==> config.mk <==
export PLATFORM = sky130hd
export DESIGN_NAME = reduced_sponge_aead_encrypt_unit
export DESIGN_NICKNAME = d
export VERILOG_FILES = /design/src/rtl/rsae_pkg.sv /design/src/rtl/reduced_sponge_aead_encrypt_unit.sv /design/src/rtl/rsae_permute.sv
export SDC_FILE = /design/constraint.sdc
export NUM_CORES = 1
export LEC_CHECK = 0
export ABC_AREA = 1
export ABC_CLOCK_PERIOD_IN_PS = 7440
export BUFFER_PORTS_ARGS = -buffer_cell sky130_fd_sc_hd__buf_4
export CAP_MARGIN = 20
export CORE_ASPECT_RATIO = 1.2
export CORE_MARGIN = 2
export CORE_UTILIZATION = 50
export DETAILED_ROUTE_END_ITERATION = 8
export GPL_TIMING_DRIVEN = 0
export PLACE_DENSITY = 0.69
export SLEW_MARGIN = 0
export SYNTH_ARGS = -nofsm -noshare
export SYNTH_HDL_FRONTEND = slang
export SYNTH_HIERARCHICAL = 1
export SYNTH_SLANG_ARGS = --single-unit
==> constraint.sdc <==
create_clock -name clk -period 7.44 [get_ports clk]
set_input_delay 1.116 -clock clk [delete_from_list [all_inputs] [get_ports clk]]
set_output_delay 1.116 -clock clk [all_outputs]
set_load 0.005 [all_outputs]
==> src/rtl/rsae_pkg.sv <==
package rsae_pkg;

  localparam int unsigned STATE_W   = 20;
  localparam int unsigned ROW_W     = 4;
  localparam int unsigned NUM_ROWS  = 5;
  localparam int unsigned KEY_W     = 4;
  localparam int unsigned BLOCK_W   = 4;
  localparam int unsigned OP_W      = 3;
  localparam int unsigned NBITS_W   = 2;
  localparam int unsigned CBITS_W   = 3;

  localparam int unsigned ROUNDS_INIT_DEF  = 4;
  localparam int unsigned ROUNDS_BLOCK_DEF = 2;

  typedef logic [STATE_W-1:0] state_t;

  typedef enum logic [OP_W-1:0] {
    OP_START     = 3'd0,
    OP_ASSOC     = 3'd1,
    OP_ASSOC_END = 3'd2,
    OP_PLAIN     = 3'd3,
    OP_PLAIN_END = 3'd4
  } op_t;

  localparam logic [4:0] SBOX [32] = '{
    5'h04, 5'h0b, 5'h1f, 5'h14, 5'h1a, 5'h15, 5'h09, 5'h02,
    5'h1b, 5'h05, 5'h08, 5'h12, 5'h1d, 5'h03, 5'h06, 5'h1c,
    5'h1e, 5'h13, 5'h07, 5'h0e, 5'h00, 5'h0d, 5'h11, 5'h18,
    5'h10, 5'h0c, 5'h01, 5'h19, 5'h16, 5'h0a, 5'h0f, 5'h17
  };

  localparam logic [ROW_W-1:0] ROUND_CONST [4] = '{4'h4, 4'h2, 4'hA, 4'h8};

  // Diffusion rotation amounts, already reduced mod 4 (19,28 61,39 1,6 10,17 7,41)
  localparam logic [1:0] ROT_P [NUM_ROWS] = '{2'd3, 2'd1, 2'd1, 2'd2, 2'd3};
  localparam logic [1:0] ROT_Q [NUM_ROWS] = '{2'd0, 2'd3, 2'd2, 2'd1, 2'd1};

  function automatic logic [ROW_W-1:0] rotr4(input logic [ROW_W-1:0] x,
                                             input logic [1:0] n);
    logic [2*ROW_W-1:0] dbl;
    dbl = {x, x} >> n;
    return dbl[ROW_W-1:0];
  endfunction

  function automatic state_t one_round(input state_t s, input logic [ROW_W-1:0] rc);
    logic [ROW_W-1:0] row [NUM_ROWS];
    logic [ROW_W-1:0] sub [NUM_ROWS];
    logic [4:0]       col;
    logic [4:0]       y;
    state_t           res;
    for (int i = 0; i < NUM_ROWS; i++) begin
      row[i] = s[STATE_W-1-ROW_W*i -: ROW_W];
      sub[i] = '0;
    end
    row[2] = row[2] ^ rc;
    for (int j = 0; j < ROW_W; j++) begin
      for (int i = 0; i < NUM_ROWS; i++) begin
        col[4-i] = row[i][ROW_W-1-j];
      end
      y = SBOX[col];
      for (int i = 0; i < NUM_ROWS; i++) begin
        sub[i][ROW_W-1-j] = y[4-i];
      end
    end
    res = '0;
    for (int i = 0; i < NUM_ROWS; i++) begin
      res[STATE_W-1-ROW_W*i -: ROW_W] = sub[i] ^ rotr4(sub[i], ROT_P[i])
                                        ^ rotr4(sub[i], ROT_Q[i]);
    end
    return res;
  endfunction

endpackage

==> src/rtl/reduced_sponge_aead_encrypt_unit.sv <==
// Reduced sponge AEAD encryption on a 20-bit state (five 4-bit rows, 4-bit rate).
// Send one request per operation on the s_ side: start, associated-data block,
// end of associated data, plaintext block, last plaintext block. Plaintext and
// last-block requests each return one result on the m_ side; the others return
// nothing. The unit takes one request every cycle unless stalled; a request is held
// in an input register, worked off in a single pass (up to ROUNDS_INIT unrolled
// rounds) and its result is registered in the output register. The sponge state
// is updated in the same pass, so back-to-back requests chain correctly. A result
// that waits in the output register stalls the input register only when that one
// also holds a request that yields a result. The user must write the key through
// cfg_wr_en / cfg_wr_data while the unit is idle; the unit does not enforce this.
module reduced_sponge_aead_encrypt_unit
  import rsae_pkg::*;
#(
  parameter int unsigned ROUNDS_INIT  = ROUNDS_INIT_DEF,
  parameter int unsigned ROUNDS_BLOCK = ROUNDS_BLOCK_DEF
) (
  input  logic             clk,
  input  logic             rst,
  input  logic             cfg_wr_en,
  input  logic [KEY_W-1:0] cfg_wr_data,  // secret_key
  input  logic             s_tvalid,
  output logic             s_tready,
  input  logic [15:0]      s_tdata,      // nonce[3:0], data_block[7:4], last_bits[9:8]
  input  logic [OP_W-1:0]  s_tuser,      // op[2:0]
  output logic             m_tvalid,
  input  logic             m_tready,
  output logic [15:0]      m_tdata,      // cipher_block[3:0], cipher_bits[6:4], auth_tag[10:7]
  output logic             m_tuser       // tag_valid[0]
);

  // Initialization vector: kind and round counts in the upper row bits
  localparam logic [11:0] IV = 12'((4 << 9) | (4 << 6) | ((ROUNDS_INIT % 8) << 3)
                                   | (ROUNDS_BLOCK % 8));

  logic [KEY_W-1:0]   secret_key;
  state_t             sponge_state;
  state_t             sponge_state_next;

  // Input register
  logic               in_valid;
  logic [OP_W-1:0]    hold_op;
  logic [ROW_W-1:0]   hold_nonce;
  logic [BLOCK_W-1:0] hold_data;
  logic [NBITS_W-1:0] hold_bits;

  // Output register
  logic               out_valid;
  logic [BLOCK_W-1:0] out_cipher;
  logic [CBITS_W-1:0] out_cbits;
  logic [KEY_W-1:0]   out_tag;
  logic               out_tag_valid;

  state_t             init_in, init_out, blk_in, blk_out;
  logic               has_result;
  logic               advance;
  logic [BLOCK_W-1:0] rate, keep, padded, cipher;
  logic [BLOCK_W-1:0] res_cipher;
  logic [CBITS_W-1:0] res_cbits;
  logic [KEY_W-1:0]   res_tag;
  logic               res_tag_valid;

  rsae_permute #(.ROUNDS(ROUNDS_INIT)) u_perm_init (
    .state_in  (init_in),
    .state_out (init_out)
  );

  rsae_permute #(.ROUNDS(ROUNDS_BLOCK)) u_perm_block (
    .state_in  (blk_in),
    .state_out (blk_out)
  );

  assign rate = sponge_state[STATE_W-1 -: ROW_W];

  // Leading last_bits bits survive; pad the rest with zeros and a final one
  always_comb begin
    unique case (hold_bits)
      2'd0:    keep = 4'b0000;
      2'd1:    keep = 4'b1000;
      2'd2:    keep = 4'b1100;
      default: keep = 4'b1110;
    endcase
  end
  assign padded = (hold_data & keep) | 4'b0001;

  always_comb begin
    init_in           = '0;
    blk_in            = '0;
    sponge_state_next = sponge_state;
    has_result        = 1'b0;
    cipher            = '0;
    res_cipher        = '0;
    res_cbits         = '0;
    res_tag           = '0;
    res_tag_valid     = 1'b0;
    unique case (op_t'(hold_op))
      OP_START: begin
        init_in           = {IV, secret_key, hold_nonce};
        sponge_state_next = init_out ^ {16'h0000, secret_key};
      end
      OP_ASSOC: begin
        blk_in            = sponge_state ^ {hold_data, 16'h0000};
        sponge_state_next = blk_out;
      end
      OP_ASSOC_END: begin
        sponge_state_next = sponge_state ^ 20'h00001;
      end
      OP_PLAIN: begin
        cipher            = rate ^ hold_data;
        blk_in            = {cipher, sponge_state[15:0]};
        sponge_state_next = blk_out;
        has_result        = 1'b1;
        res_cipher        = cipher;
        res_cbits         = CBITS_W'(BLOCK_W);
      end
      OP_PLAIN_END: begin
        cipher            = rate ^ padded;
        init_in           = {cipher, sponge_state[15:0]} ^ {4'h0, secret_key, 12'h000};
        sponge_state_next = init_out;
        has_result        = 1'b1;
        res_cipher        = cipher & keep;
        res_cbits         = {1'b0, hold_bits};
        res_tag           = init_out[KEY_W-1:0] ^ secret_key;
        res_tag_valid     = 1'b1;
      end
      default: begin
        // unused codes: drop, state untouched
      end
    endcase
  end

  // Advance the held request unless its result would land on a stalled one
  assign advance  = in_valid && (!has_result || !out_valid || m_tready);
  assign s_tready = !in_valid || advance;

  always_ff @(posedge clk) begin
    if (rst) begin
      secret_key <= '0;
    end else if (cfg_wr_en) begin
      secret_key <= cfg_wr_data;
    end
  end

  always_ff @(posedge clk) begin
    if (rst) begin
      sponge_state <= '0;
      in_valid     <= 1'b0;
      out_valid    <= 1'b0;
    end else begin
      if (advance) begin
        sponge_state <= sponge_state_next;
      end
      if (s_tvalid && s_tready) begin
        in_valid <= 1'b1;
      end else if (advance) begin
        in_valid <= 1'b0;
      end
      if (advance && has_result) begin
        out_valid <= 1'b1;
      end else if (m_tready) begin
        out_valid <= 1'b0;
      end
    end
  end

  // Payload registers: no reset needed
  always_ff @(posedge clk) begin
    if (s_tvalid && s_tready) begin
      hold_op    <= s_tuser;
      hold_nonce <= s_tdata[3:0];
      hold_data  <= s_tdata[7:4];
      hold_bits  <= s_tdata[9:8];
    end
    if (advance && has_result) begin
      out_cipher    <= res_cipher;
      out_cbits     <= res_cbits;
      out_tag       <= res_tag;
      out_tag_valid <= res_tag_valid;
    end
  end

  assign m_tvalid = out_valid;
  assign m_tdata  = {5'b00000, out_tag, out_cbits, out_cipher};
  assign m_tuser  = out_tag_valid;

`ifndef SYNTHESIS
  a_reset_clears: assert property (@(posedge clk)
    rst |=> (sponge_state == '0) && !in_valid && !out_valid && (secret_key == '0))
    else $error("reset did not clear state and valids");

  a_result_follows: assert property (@(posedge clk) disable iff (rst)
    advance && has_result |=> out_valid)
    else $error("result of a block request was lost");

  a_full_block_fields: assert property (@(posedge clk) disable iff (rst)
    m_tvalid && !m_tuser |-> (m_tdata[6:4] == 3'd4) && (m_tdata[10:7] == 4'h0))
    else $error("full block result with wrong bit count or tag");

  a_last_block_bits: assert property (@(posedge clk) disable iff (rst)
    m_tvalid && m_tuser |-> !m_tdata[6])
    else $error("last block reports more than three valid bits");
`endif

endmodule

==> src/rtl/rsae_permute.sv <==
module rsae_permute
  import rsae_pkg::*;
#(
  parameter int unsigned ROUNDS = ROUNDS_INIT_DEF
) (
  input  state_t state_in,
  output state_t state_out
);

  state_t chain [ROUNDS+1];

  assign chain[0] = state_in;

  // Late rounds of the constant table: round i uses constant i + 4 - ROUNDS
  for (genvar i = 0; i < ROUNDS; i++) begin : g_round
    localparam logic [1:0] RC_IDX = 2'((i + 4 - ROUNDS) % 4);
    assign chain[i+1] = one_round(chain[i], ROUND_CONST[RC_IDX]);
  end

  assign state_out = chain[ROUNDS];

endmodule
# Yosys cells after proc, flatten, opt, wreduce, memory -nomap -nowiden
# Memories as Yosys holds them, arrays and structs flattened.
# Index checks and enable logic that the tools add are counted.
# totals
wordCells	246
reg_bits	51
n_memories	24
output_inout_bits	19
rom_bits	3840
in_bits	28
# mem_list
name	words	word_bits	rd	rd_clocked_by_memory_dff	wr	line	rtl
(name not given)	32	5	1	0	0	rsae_pkg.sv:60	y = SBOX[col];
(name not given)	32	5	1	0	0	rsae_pkg.sv:60	
(name not given)	32	5	1	0	0	rsae_pkg.sv:60	
(name not given)	32	5	1	0	0	rsae_pkg.sv:60	
(name not given)	32	5	1	0	0	rsae_pkg.sv:60	
(name not given)	32	5	1	0	0	rsae_pkg.sv:60	
+18 memories	n/a	n/a	n/a	n/a	n/a	n/a	
# op_classes
order_cmp	24
muxes	60
bitwise	100
reduce_logical	19
eq_ne	6
# ops
cell	count
$xor 4x4->4	63
$mux 5	48
$ge 6x6->1 const B	24
$not 5->6	24
$pmux 20 s2	2
$pmux 20 s4	1
$xor 20x16->20	1
$xor 20x20->20	1
$xor 20x4->20	1
$pmux 4 s3	1
$and 4x4->4	2
$pmux 4 s2	1
$eq 3x2->1 const B	2
$mux 1	6
$not 1->1	6
$pmux 3 s2	1
$not 2->2	2
$reduce_bool 2->1	2
$reduce_bool 4->1	1
$reduce_or 2->1	2
$eq 3x1->1 const B	1
$eq 3x3->1 const B	1
$logic_and 1x1->1	3
$logic_not 1->1	3
8 further kinds	10

# Longest topological paths before layout
# Gate-level depths: netlist (run 1).
# depth
depth_word	36
ltp_mapped	57
depth_no_buf	57

# Cells and area by module
# The synthesis (run 1) kept the hierarchy.
# by_module_without_submodules
module	seq_area_each_um2	cells_each	instances	area_each_um2
rsae_permute (u_perm_init)	0.0	1336	1	6404.9
rsae_permute (u_perm_block)	0.0	612	1	3004.1
reduced_sponge_aead_encrypt_unit	1271.2	382	1	2716.4

# Worst setup path before layout (run 1)
# OpenSTA, ideal clock, no wires.
# synth_timing
kind	flip-flop to flip-flop
start	register hold_op[0]
end	register sponge_state[12]
synth_period_minus_slack_ns	6.173
setup_slack_ns	1.267
arrival_ns	6.061
stages_incl_launch_ff	54
path_cell_list	edfxtp_1 -> nor2_1 -> buf_2 -> clkbuf_1 -> nand2_1 -> o22ai_1 -> inv_1 -> ha_1 -> nor2_1 -> nand2_1 -> nand2_2 -> inv_2 -> nand2_1 -> nand2_1 -> nand2_1 -> nand2_2 -> ha_1 -> inv_1 -> [18 not listed] -> nand2_2 -> ha_1 -> inv_1 -> nand2_1 -> nand2_1 -> nand2_1 -> nand2_1 -> nand2_1 -> nand2_1 -> inv_2 -> nand2_1 -> nand2_1 -> nand2_1 -> nand2_1 -> o21ai_0 -> nand2_1 -> nor2_1 -> nor2_1
# synth_via
word_cells_on_any_way	157
classes_between	4 x eq/ne; 48 x mux; 74 x bitwise; 9 x reduce/logical; 22 x memory
# synth_lines
item	line	rtl
from (decl)	reduced_sponge_aead_encrypt_unit.sv:42	logic [OP_W-1:0] hold_op;
from (signal assigned)	reduced_sponge_aead_encrypt_unit.sv:169	hold_op <= s_tuser;
$eq 3x3->1 or $logic_not 3->1 (tied branches)	reduced_sponge_aead_encrypt_unit.sv:96	unique case (op_t'(hold_op))
$pmux 20 s2 (*)	reduced_sponge_aead_encrypt_unit.sv:96	
named net init_in[5]	reduced_sponge_aead_encrypt_unit.sv:54	state_t init_in, init_out, blk_in, blk_out;
$not 5->6 (not written as such) (*)	rsae_pkg.sv:60	
$mem_v2 32x5 (*)	n/a	
$mux 5 (not written as such) (*) (2 in series)	rsae_pkg.sv:60	
$xor 4x4->4	rsae_pkg.sv:67	res[STATE_W-1-ROW_W*i -: ROW_W] = sub[i] ^ rotr4(sub[i], ROT_P[i])
$xor 4x4->4	rsae_pkg.sv:68	^ rotr4(sub[i], ROT_Q[i]);
[14 not listed]	n/a	
$not 5->6 (not written as such)	rsae_pkg.sv:60	
$mem_v2 32x5	n/a	
$mux 5 (not written as such) (2 in series)	rsae_pkg.sv:60	
$xor 4x4->4	rsae_pkg.sv:67	
$xor 4x4->4 (*)	rsae_pkg.sv:68	
named net init_out[12]	reduced_sponge_aead_encrypt_unit.sv:54	
$xor 20x4->20	reduced_sponge_aead_encrypt_unit.sv:99	sponge_state_next = init_out ^ {16'h0000, secret_key};
$pmux 20 s4 (*)	reduced_sponge_aead_encrypt_unit.sv:96	
to (signal assigned)	reduced_sponge_aead_encrypt_unit.sv:151	sponge_state <= sponge_state_next;
to (decl)	reduced_sponge_aead_encrypt_unit.sv:37	state_t sponge_state;
# The timed path passes the listed nets; every way through them passes the cells marked *. The select of a mux whose other input is x is not followed.
# A chain may end at the register's enable or synchronous reset.

# Final worst setup path (run 1)
# layout_timing
start	register hold_op[0]
end	register sponge_state[14]
# layout_via
word_cells_on_any_way	157
classes_between	4 x eq/ne; 48 x mux; 74 x bitwise; 9 x reduce/logical; 22 x memory
# layout_lines
item	line
$eq 3x3->1 or $logic_not 3->1 (tied branches)	reduced_sponge_aead_encrypt_unit.sv:96
$pmux 20 s2 (*)	reduced_sponge_aead_encrypt_unit.sv:96
named net init_in[3]	reduced_sponge_aead_encrypt_unit.sv:54
$not 5->6 (not written as such) (*)	rsae_pkg.sv:60
$mem_v2 32x5 (*)	n/a
$mux 5 (not written as such) (*) (2 in series)	rsae_pkg.sv:60
$xor 4x4->4	rsae_pkg.sv:67
$xor 4x4->4	rsae_pkg.sv:68
[14 not listed]	n/a
$not 5->6 (not written as such)	rsae_pkg.sv:60
$mem_v2 32x5	n/a
$mux 5 (not written as such) (2 in series)	rsae_pkg.sv:60
$xor 4x4->4	rsae_pkg.sv:67
$xor 4x4->4 (*)	rsae_pkg.sv:68
named net init_out[14]	reduced_sponge_aead_encrypt_unit.sv:54
$xor 20x4->20	reduced_sponge_aead_encrypt_unit.sv:99
$pmux 20 s4 (*)	reduced_sponge_aead_encrypt_unit.sv:96
# Marks and branches as above.

==> reports/summary.log, run 1 <==
[cts] number of buffers inserted by hold repair at cts 0
[timing] setup violation total in the final timing report 0
[min_path] beginning of the worst hold path secret_key[0]$_SDFFE_PP0P_
[routing] starting DRC count in detailed routing 916
[critical_path] Startpoint Class register
[synthesis] synth unique cells 40
[global_route] largest net degree at the start of global routing 17
[critical_path] cell seen most often among critical-path stages sky130_fd_sc_hd__nand2_1
[die] total I/O pin count 47
[routing] DR DRC count 0
[global_route] routing usage on met2 52.6%
[global_route] aggregate global routing overflow 0
[die] DIE WIDTH 146 um
[routing] count of TritonRoute iterations in the first routing pass 6
[cts] clock-pin slew reported for the worst setup and hold paths after clock tree synthesis 70 ps
[synthesis] commonest register cell after synthesis sky130_fd_sc_hd__dfxtp_1
[placement] routability congestion estimate 0.949
[cts] Worst-Skew Late Latency 290 ps
[synthesis] total number of yosys warnings 6
[global_route] met3 capacity usage during global routing 1.44%
[finish] # fillers 2475
[cts] root cell of the clock tree sky130_fd_sc_hd__clkbuf_16
[placement] post-detail-place hpwl 30300 um
[synthesis] fraction of registers with async set/reset 0%
[synthesis] post-synthesis sequential element count 51
[finish] count of placed standard cells in the final layout, fillers left out 2701
[synthesis] syn avg cell area 5.20 um2
[placement] count of placed standard cells including taps 2689
[cts] worst-case clock buffer depth 2
[critical_path] stage delay of the slowest cell on the critical path 480 ps
[finish] commonest non-fill, non-tap cells in the layout 1049 x sky130_fd_sc_hd__nand2_1, 397 x sky130_fd_sc_hd__nand3_1, 183 x sky130_fd_sc_hd__inv_1
[synthesis] Mapped Cells 2330
[critical_path] crit path max-delay cell type sky130_fd_sc_hd__edfxtp_1
[global_route] via count of the first global-routing pass 13100
[critical_path] Worst R2R Setup Slack 540 ps
[min_path] Hold EP secret_key[0]$_SDFFE_PP0P_
[cts] CTS buffer count 5
[timing] Final Hold Violating Endpoints 0
[critical_path] launch instance of the worst register-to-register path hold_op[0]$_DFFE_PP_
[status] status finished clean
[routing] Routed WL per cell 13.4 um
[global_route] layer carrying the most global-route usage met2
[routing] total number of vias 14400
[global_route] wire length of the first global-routing pass 59800 um
[timing] period utilisation layout 92.8%
[finish] fraction of layout instances using a drive strength above 1 14.2%
[critical_path] type of element capturing the critical path register
[finish] Net count, final 2489
[critical_path] Worst EP arrival 7080 ps
[placement] count of buffers from port buffering 35
[routing] total wirelength of the detailed-routed design 36200 um
[finish] diode count 0
[critical_path] CP Max Fanout 10
[die] chip height 175 um
[die] area of the core region 23900 um2
[routing] Final ANT Viol Nets 0
[finish] Area Growth Syn to Fin 9.74%
[critical_path] Worst R2R Path Depth 51
[timing] minimum clock period after layout 6900 ps
[die] DIE AREA 25500 um2
[finish] commonest non-fill, non-tap cell in the layout sky130_fd_sc_hd__nand2_1
[timing] Max Clock Skew 3.89 ps
[critical_path] required time at the endpoint of the critical path 7620 ps
[run] MaxCap Viol Count 0
[critical_path] capturing point of the worst reg2reg path sponge_state[14]$_SDFFE_PP0P_
[global_route] number of antenna violations at the first check in global routing 0
[critical_path] critical setup path kind register to register
[timing] fmax 145 MHz
[timing] transition time at the pin with the least slew margin 928 ps
[global_route] met1 capacity usage during global routing 31.4%
[synthesis] synthesized cell area 12100 um2
[die] effective utilization at floorplan 50.7%
[timing] max-slew violation total from the final report 0
[synthesis] sequential-to-total area share from yosys stat 10.5%
[synthesis] count of flip-flops with a built-in enable after synthesis 25
[die] total number of placement rows 62
[finish] final cell utilization of the core 55.7%
[cts] TritonCTS Sinks 51
[min_path] type of the tightest min-delay check register to register
[cts] TritonCTS clock tree built
[routing] post-DR vias/cell 5.32
[global_route] overall track demand over capacity in global routing 27.8%
[timing] Max-slew headroom 37.5%
[cts] number of levels the H-tree was split into 2
[min_path] cell count of the worst hold path 2
-- layout make-up --
class / instances / area, um2 / share of cell area (%)
inverter: 248 / 933 / 7.01
tap: 320 / 400 / 3.01
sequential: 51 / 1270 / 9.55
multi-input combinational: 2011 / 10100 / 75.8
timing repair buffer: 40 / 300 / 2.26
clock inverter: 2 / 38.8 / 0.291
buffer: 23 / 148 / 1.11
clock buffer: 6 / 129 / 0.969
-- metal layers --
| layer | vias up | routed length, um |
|---|---|---|
| met3 | 95 | 1240 |
| met2 | 351 | 18300 |
| met5 | - | 0 |
| met1 | 6421 | 14700 |
| li1 | 7489 | - |
| met4 | 0 | 1950 |
-- Yosys cell counts (all sizes together), types with 2 or more instances --
cell    count  share of area, %
clkbuf      9              0.28
nand2    1194                40
o22ai       4              0.21
xnor2      13               1.0
nand3     415                18
dfxtp      26               4.3
edfxtp     25               6.2
or2         6              0.31
nor2      135               4.2
buf        15              0.86
ha         81               8.4
a21oi      30               1.3
o21ai      78               3.4
nand3b     11              0.68
a21boi      2              0.19
xor2       31               2.4
inv       248               7.7
-- critical path, delay by kind of cell, from the launching register on --
family          cells  cell delay (ps)
buf+inv            11             1080
compound gates      2              360
simple gates       33             3290
flops               1              480
fa+ha+maj           4             1260
xor+xnor            1              290
-- logic make-up after synthesis --
group,synth area share [%]
AO/OA/AOI/OAI,5.19
XOR/XNOR,3.61
adder cells (fa/ha/maj),8.36
buffers and inverters,8.83
flip-flops,10.5
multiplexers,0.0826
other,0.0309
AND/OR/NAND/NOR,63.4
-- worst max-delay path by stage --
| stage | startpoint | slack, ps | to | cells after the start |
|---|---|---|---|---|
| after floorplan | hold_op[0]$_DFFE_PP_ | 1270 | sponge_state[12]$_SDFFE_PP0P_ | 53 |
| after global placement | hold_op[0]$_DFFE_PP_ | -200 | sponge_state[15]$_SDFFE_PP0P_ | 52 |
| after detailed placement | hold_op[0]$_DFFE_PP_ | -340 | sponge_state[15]$_SDFFE_PP0P_ | 52 |
| after CTS | hold_op[0]$_DFFE_PP_ | 40 | sponge_state[15]$_SDFFE_PP0P_ | 54 |
| after global routing | hold_op[0]$_DFFE_PP_ | -40 | sponge_state[15]$_SDFFE_PP0P_ | 55 |
| final | hold_op[0]$_DFFE_PP_ | 540 | sponge_state[14]$_SDFFE_PP0P_ | 51 |
-- state kept, by name, summed over array words and instances, names as in the netlist --
signal	cells
hold_bits	2
hold_data	4
hold_nonce	4
hold_op	3
in_valid	1
m_tuser	1
m_tvalid	1
out_cbits	3
out_cipher	4
out_tag	4
secret_key	4
sponge_state	20
-- metrics by stage --
stage          instance area (um2)  setup TNS (ps)  hold WS (ps)  setup slack (ps)
5_1_grt                      13300           -44.0           597             -44.0
6_report                     13300               0           562               537
3_3_place_gp                 12800           -1410           522              -196
3_5_place_dp                 12800           -3190           530              -345
4_1_cts                      13000               0           541              36.4
2_1_floorplan                12100               0           488              1270
-- repair_timing --
| action | in CTS | in global routing |
|---|---|---|
| gates resized for setup | 7 | 64 |
| cloned | 0 | 0 |
| endpoints found under the setup margin | 16 | 24 |
| buffers inserted | 1 | 4 |
| pin swaps | 2 | 7 |
Power of run 1 is left out: the tool's default activity adds up to more than one toggle a clock period on the data nets, which glitch-free logic cannot reach.
==> run 2: changes to the inputs <==
--- a/config.mk
+++ b/config.mk
@@ -12,9 +12,11 @@
 export CORE_ASPECT_RATIO = 1.2
 export CORE_MARGIN = 2
 export CORE_UTILIZATION = 50
+export CTS_BUF_LIST = sky130_fd_sc_hd__clkbuf_2
 export DETAILED_ROUTE_END_ITERATION = 8
 export GPL_TIMING_DRIVEN = 0
 export PLACE_DENSITY = 0.69
+export SETUP_SLACK_MARGIN = 0.05
 export SLEW_MARGIN = 0
 export SYNTH_ARGS = -nofsm -noshare
 export SYNTH_HDL_FRONTEND = slang
==> run 2 against run 1 <==
Via count about the same. Clock-buffer cell count unchanged. Global-route usage hardly changed. Register-to-register slack lost 20 ps. Critical path depth decreased by 9. Die area unchanged. Wire length hardly changed. Clock skew up 22 ps. Sequential share of layout area is 0.058 points higher. Sequential cell count is the same. Fmax decreased by 0.22%. Setup slack worse by 15 ps.
==> reports/summary.log, run 2 (synthesis gave the netlist of run 1 again) <==
[status] status finished clean
[routing] Final ANT Viol Nets 0
[timing] period utilisation layout 93.0%
[routing] total wirelength of the detailed-routed design 36200 um
[cts] TritonCTS Sinks 51
[finish] flip-flop count of the largest register after layout 20
[placement] cell area reported after detailed placement 12800 um2
[finish] fraction of layout instances using a drive strength above 1 14.4%
[die] DIE AREA 25500 um2
[critical_path] Worst R2R Path Depth 42
[finish] Net count, final 2489
[critical_path] Top delay family on crit path simple AND/OR/NAND/NOR gates
[cts] Worst-Skew Late Latency 440 ps
[min_path] cell count of the worst hold path 2
[die] total I/O pin count 47
[die] DIE WIDTH 146 um
[cts] root cell of the clock tree sky130_fd_sc_hd__clkbuf_2
[timing] setup repair after global routing missed its margin false
[critical_path] sum of buffers and inverters on the critical path 6
[timing] minimum clock period after layout 6920 ps
[finish] Area Growth Syn to Fin 9.08%
[min_path] beginning of the worst hold path secret_key[0]$_SDFFE_PP0P_
[finish] commonest non-fill, non-tap cell in the layout sky130_fd_sc_hd__nand2_1
[timing] fmax 145 MHz
[critical_path] type of element capturing the critical path register
[finish] count of placed standard cells in the final layout, fillers left out 2701
[global_route] wire length of the first global-routing pass 59700 um
[placement] routability congestion estimate 0.949
[placement] count of buffers from port buffering 35
[run] MaxCap Viol Count 0
[global_route] via count of the first global-routing pass 13100
[timing] Max-slew headroom 37.2%
[die] chip height 175 um
[routing] post-DR vias/cell 5.32
[critical_path] stage delay of the slowest cell on the critical path 500 ps
[routing] Routed WL per cell 13.4 um
[critical_path] capturing point of the worst reg2reg path sponge_state[14]$_SDFFE_PP0P_
[timing] Post-Route Setup TNS 0 ps
[critical_path] launch instance of the worst register-to-register path hold_op[1]$_DFFE_PP_
[finish] Final Instance Area 13200 um2
[routing] count of TritonRoute iterations in the first routing pass 5
[timing] Final Hold Violating Endpoints 0
[routing] DR DRC count 0
[finish] Largest Register sponge_state
[global_route] overall track demand over capacity in global routing 27.8%
[global_route] number of antenna violations at the first check in global routing 0
[placement] count of placed standard cells including taps 2689
[finish] # fillers 2487
[cts] CTS buffer count 5
[cts] clock-pin slew reported for the worst setup and hold paths after clock tree synthesis 270 ps
[min_path] Hold EP secret_key[0]$_SDFFE_PP0P_
[finish] combined flip-flop and latch cell area 1270 um2
[critical_path] Worst EP arrival 7300 ps
[min_path] type of the tightest min-delay check register to register
[critical_path] crit path max-delay cell type sky130_fd_sc_hd__edfxtp_1
[critical_path] Worst R2R Setup Slack 520 ps
[cts] worst-case clock buffer depth 2
[critical_path] cell seen most often among critical-path stages sky130_fd_sc_hd__nand2_1
[timing] Max Clock Skew 25.8 ps
[placement] post-detail-place hpwl 30300 um
[finish] diode count 0
[critical_path] CP Max Fanout 10
[die] total number of placement rows 62
[timing] max-slew violation total from the final report 0
[critical_path] Startpoint Class register
[cts] number of levels the H-tree was split into 2
[global_route] largest net degree at the start of global routing 17
[critical_path] critical setup path kind register to register
[die] area of the core region 23900 um2
[global_route] aggregate global routing overflow 0
[critical_path] required time at the endpoint of the critical path 7820 ps
[timing] post-route worst hold slack 578 ps
[timing] setup violation total in the final timing report 0
[die] effective utilization at floorplan 50.7%
[routing] starting DRC count in detailed routing 945
[finish] commonest non-fill, non-tap cells in the layout 1047 x sky130_fd_sc_hd__nand2_1, 397 x sky130_fd_sc_hd__nand3_1, 183 x sky130_fd_sc_hd__inv_1
[timing] transition time at the pin with the least slew margin 932 ps
[routing] total number of vias 14400
[cts] TritonCTS clock tree built
[finish] area taken by multi-input logic gates 10100 um2
-- run 2: cell counts in the layout (fill, tap and decap cells not counted) --
Identical to the previous run, type by type.
-- run 2: what timing repair did --
item / 4_1_cts / 5_1_grt
resized for setup: 7 / 67
pin swaps: 2 / 8
hold buffers: 0 / 0
setup buffers: 3 / 2
endpoints found under the setup margin: 20 / 24
-- run 2: worst max-delay path by stage --
stage,start,to,slack [ps],depth (start not counted)
after global placement,hold_op[0]$_DFFE_PP_,sponge_state[15]$_SDFFE_PP0P_,-200,52
final,hold_op[1]$_DFFE_PP_,sponge_state[14]$_SDFFE_PP0P_,520,42
after CTS,hold_op[0]$_DFFE_PP_,sponge_state[15]$_SDFFE_PP0P_,90,54
after detailed placement,hold_op[0]$_DFFE_PP_,sponge_state[15]$_SDFFE_PP0P_,-340,52
after global routing,hold_op[2]$_DFFE_PP_,sponge_state[3]$_SDFFE_PP0P_,50,39
after floorplan,hold_op[0]$_DFFE_PP_,sponge_state[12]$_SDFFE_PP0P_,1270,53
-- run 2: cell type report --
type                    instances  share of cell area, %
inverters                     248                   7.06
repair buffers                 40                   2.27
clock buffers                   6                  0.227
multi-input cells            2011                   76.4
well taps                     320                   3.03
plain buffers                  23                   1.12
clock inverters                 2                  0.293
flip-flops and latches         51                   9.61
-- run 2: routing by layer --
metal	routed length, um	global-route usage, %
met1	14500	31.4
met2	18300	52.7
met3	1460	1.23
met4	1890	14.4
met5	0	0
-- run 2: worst reg2reg max path, delay by kind of cell, from the launching register on --
family                   cells  cell delay, ps
AO/OA/AOI/OAI                2             530
XOR/XNOR                     1             240
adder cells (fa/ha/maj)      4            1300
buffers and inverters        6             860
flip-flops                   1             500
AND/OR/NAND/NOR             29            3470
-- run 2: metrics by stage --
step | utilization [%] | setup slack, ps
2_1_floorplan | - | 1270
3_3_place_gp | 53.6 | -196
3_5_place_dp | 53.6 | -345
4_1_cts | 54.0 | 86.4
5_1_grt | 55.4 | 50.0
6_report | 55.4 | 521
Power of run 2 is left out for the same reason.
==> run 3: changes to the inputs <==
--- a/config.mk
+++ b/config.mk
@@ -15,6 +15,7 @@
 export CTS_BUF_LIST = sky130_fd_sc_hd__clkbuf_2
 export DETAILED_ROUTE_END_ITERATION = 8
 export GPL_TIMING_DRIVEN = 0
+export MAX_ROUTING_LAYER = met4
 export PLACE_DENSITY = 0.69
 export SETUP_SLACK_MARGIN = 0.05
 export SLEW_MARGIN = 0
==> run 3 against run 2 <==
Register-to-register slack improved by 80 ps. Setup slack improved by 81 ps. Design area is 0.47% lower. Sequential cell count unchanged. Critical endpoint unchanged. Highest routed layer unchanged.
==> reports/summary.log, run 3 (synthesis gave the netlist of run 1 again) <==
[timing] Max Clock Skew 29.0 ps
[die] total I/O pin count 47
[timing] Final Hold Violating Endpoints 0
[finish] combined flip-flop and latch cell area 1270 um2
[die] chip height 175 um
[placement] post-detail-place hpwl 30800 um
[cts] number of buffers inserted by hold repair at cts 0
[min_path] cell count of the worst hold path 2
[routing] total wirelength of the detailed-routed design 36400 um
[placement] count of buffers from port buffering 35
[finish] fraction of layout instances using a drive strength above 1 13.9%
[placement] setup slack at placement -277 ps
[global_route] routing usage on met2 53.5%
[cts] TritonCTS Sinks 51
[routing] count of TritonRoute iterations in the first routing pass 6
[global_route] aggregate global routing overflow 0
[global_route] overall track demand over capacity in global routing 28.4%
[routing] Final ANT Viol Nets 0
[global_route] met1 capacity usage during global routing 30.3%
[global_route] wire length of the first global-routing pass 59200 um
[die] area of the core region 23900 um2
[run] MaxCap Viol Count 0
[routing] total number of vias 14400
[critical_path] crit path max-delay cell type sky130_fd_sc_hd__edfxtp_1
[cts] clock-pin slew reported for the worst setup and hold paths after clock tree synthesis 270 ps
[placement] routability congestion estimate 0.966
[critical_path] Startpoint Class register
[finish] diode count 0
[finish] Net count, final 2488
[timing] transition time at the pin with the least slew margin 1090 ps
[global_route] met3 capacity usage during global routing 1.15%
[finish] Largest Register sponge_state
[finish] area taken by multi-input logic gates 10000 um2
[cts] worst-case clock buffer depth 2
[cts] root cell of the clock tree sky130_fd_sc_hd__clkbuf_2
[cts] CTS buffer count 5
[global_route] layer carrying the most global-route usage met2
[routing] starting DRC count in detailed routing 706
[timing] Max-slew headroom 26.4%
[critical_path] cell seen most often among critical-path stages sky130_fd_sc_hd__nand2_1
[finish] commonest non-fill, non-tap cells in the layout 1051 x sky130_fd_sc_hd__nand2_1, 398 x sky130_fd_sc_hd__nand3_1, 185 x sky130_fd_sc_hd__inv_1
[finish] count of placed standard cells in the final layout, fillers left out 2700
[global_route] number of antenna violations at the first check in global routing 0
[cts] number of levels the H-tree was split into 2
[timing] minimum clock period after layout 6840 ps
[global_route] via count of the first global-routing pass 12900
[finish] Area Growth Syn to Fin 8.56%
[status] status finished clean
[die] DIE AREA 25500 um2
[die] effective utilization at floorplan 50.7%
[critical_path] type of element capturing the critical path register
[critical_path] Worst R2R Path Depth 46
[routing] Routed WL per cell 13.5 um
[cts] TritonCTS clock tree built
[timing] fmax 146 MHz
[timing] max-slew violation total from the final report 0
[critical_path] critical setup path kind register to register
[finish] commonest non-fill, non-tap cell in the layout sky130_fd_sc_hd__nand2_1
[timing] setup repair after global routing missed its margin false
[cts] Worst-Skew Late Latency 450 ps
[placement] count of placed standard cells including taps 2689
[critical_path] required time at the endpoint of the critical path 7830 ps
[finish] # fillers 2568
[die] DIE WIDTH 146 um
[timing] worst setup margin 603 ps
[finish] flip-flop count of the largest register after layout 20
[critical_path] Worst EP arrival 7220 ps
[global_route] largest net degree at the start of global routing 17
[min_path] type of the tightest min-delay check register to register
[routing] DR DRC count 0
[critical_path] stage delay of the slowest cell on the critical path 490 ps
[routing] post-DR vias/cell 5.35
[timing] setup violation total in the final timing report 0
[critical_path] CP Max Fanout 10
[die] total number of placement rows 62
[timing] period utilisation layout 91.9%
-- run 3: cell types whose count changed in the layout (fill, tap and decap cells not counted), sizes merged --
cell / before / now
buf: 55 / 53
clkbuf: 14 / 15
-- run 3: stage by stage --
step / hold WS [ps] / cell area (um2) / setup TNS [ps] / util, %
floorplan: 488 / 12100 / 0 / -
global placement: 524 / 12800 / -649 / 53.6
detailed placement: 528 / 12800 / -2460 / 53.6
CTS: 556 / 12900 / 0 / 54.0
global route: 612 / 13200 / 0 / 55.1
finish: 581 / 13200 / 0 / 55.1
-- run 3: worst paths after layout --
path	start	end	slack [ps]
max	hold_op[0]$_DFFE_PP_	sponge_state[14]$_SDFFE_PP0P_	600
min	secret_key[0]$_SDFFE_PP0P_	secret_key[0]$_SDFFE_PP0P_	580
max reg2reg	hold_op[0]$_DFFE_PP_	sponge_state[14]$_SDFFE_PP0P_	600
min reg2reg	secret_key[0]$_SDFFE_PP0P_	secret_key[0]$_SDFFE_PP0P_	580
-- run 3: critical path: cells and delay by family (launching register included) --
kind | cells | cell delay, ps
simple gates | 30 | 3560
fa+ha+maj | 4 | 1250
buf+inv | 9 | 1050
flops | 1 | 490
compound gates | 3 | 430
-- run 3: area by class of cell --
cell class                      instances  share of cell area (%)
Clock inverter                          2                   0.295
Clock buffer                            6                   0.228
Inverter                              248                    7.09
Tap cell                              320                    3.04
Buffer                                 23                    1.12
Multi-Input combinational cell       2011                    76.3
Timing Repair Buffer                   39                    2.22
Sequential cell                        51                    9.66
-- run 3: metal layers --
layer	wire length, um	part of all wire (%)
met2	18500	51
met1	14800	41
met3	1060	2.9
met5	0	0
met4	2060	5.7
-- run 3: what timing repair did --
| item | CTS | global route |
|---|---|---|
| setup endpoints to repair | 20 | 22 |
| buffers inserted | 3 | 1 |
| gates resized for setup | 3 | 59 |
| pin swaps | 0 | 5 |
Power of run 3 is left out for the same reason.
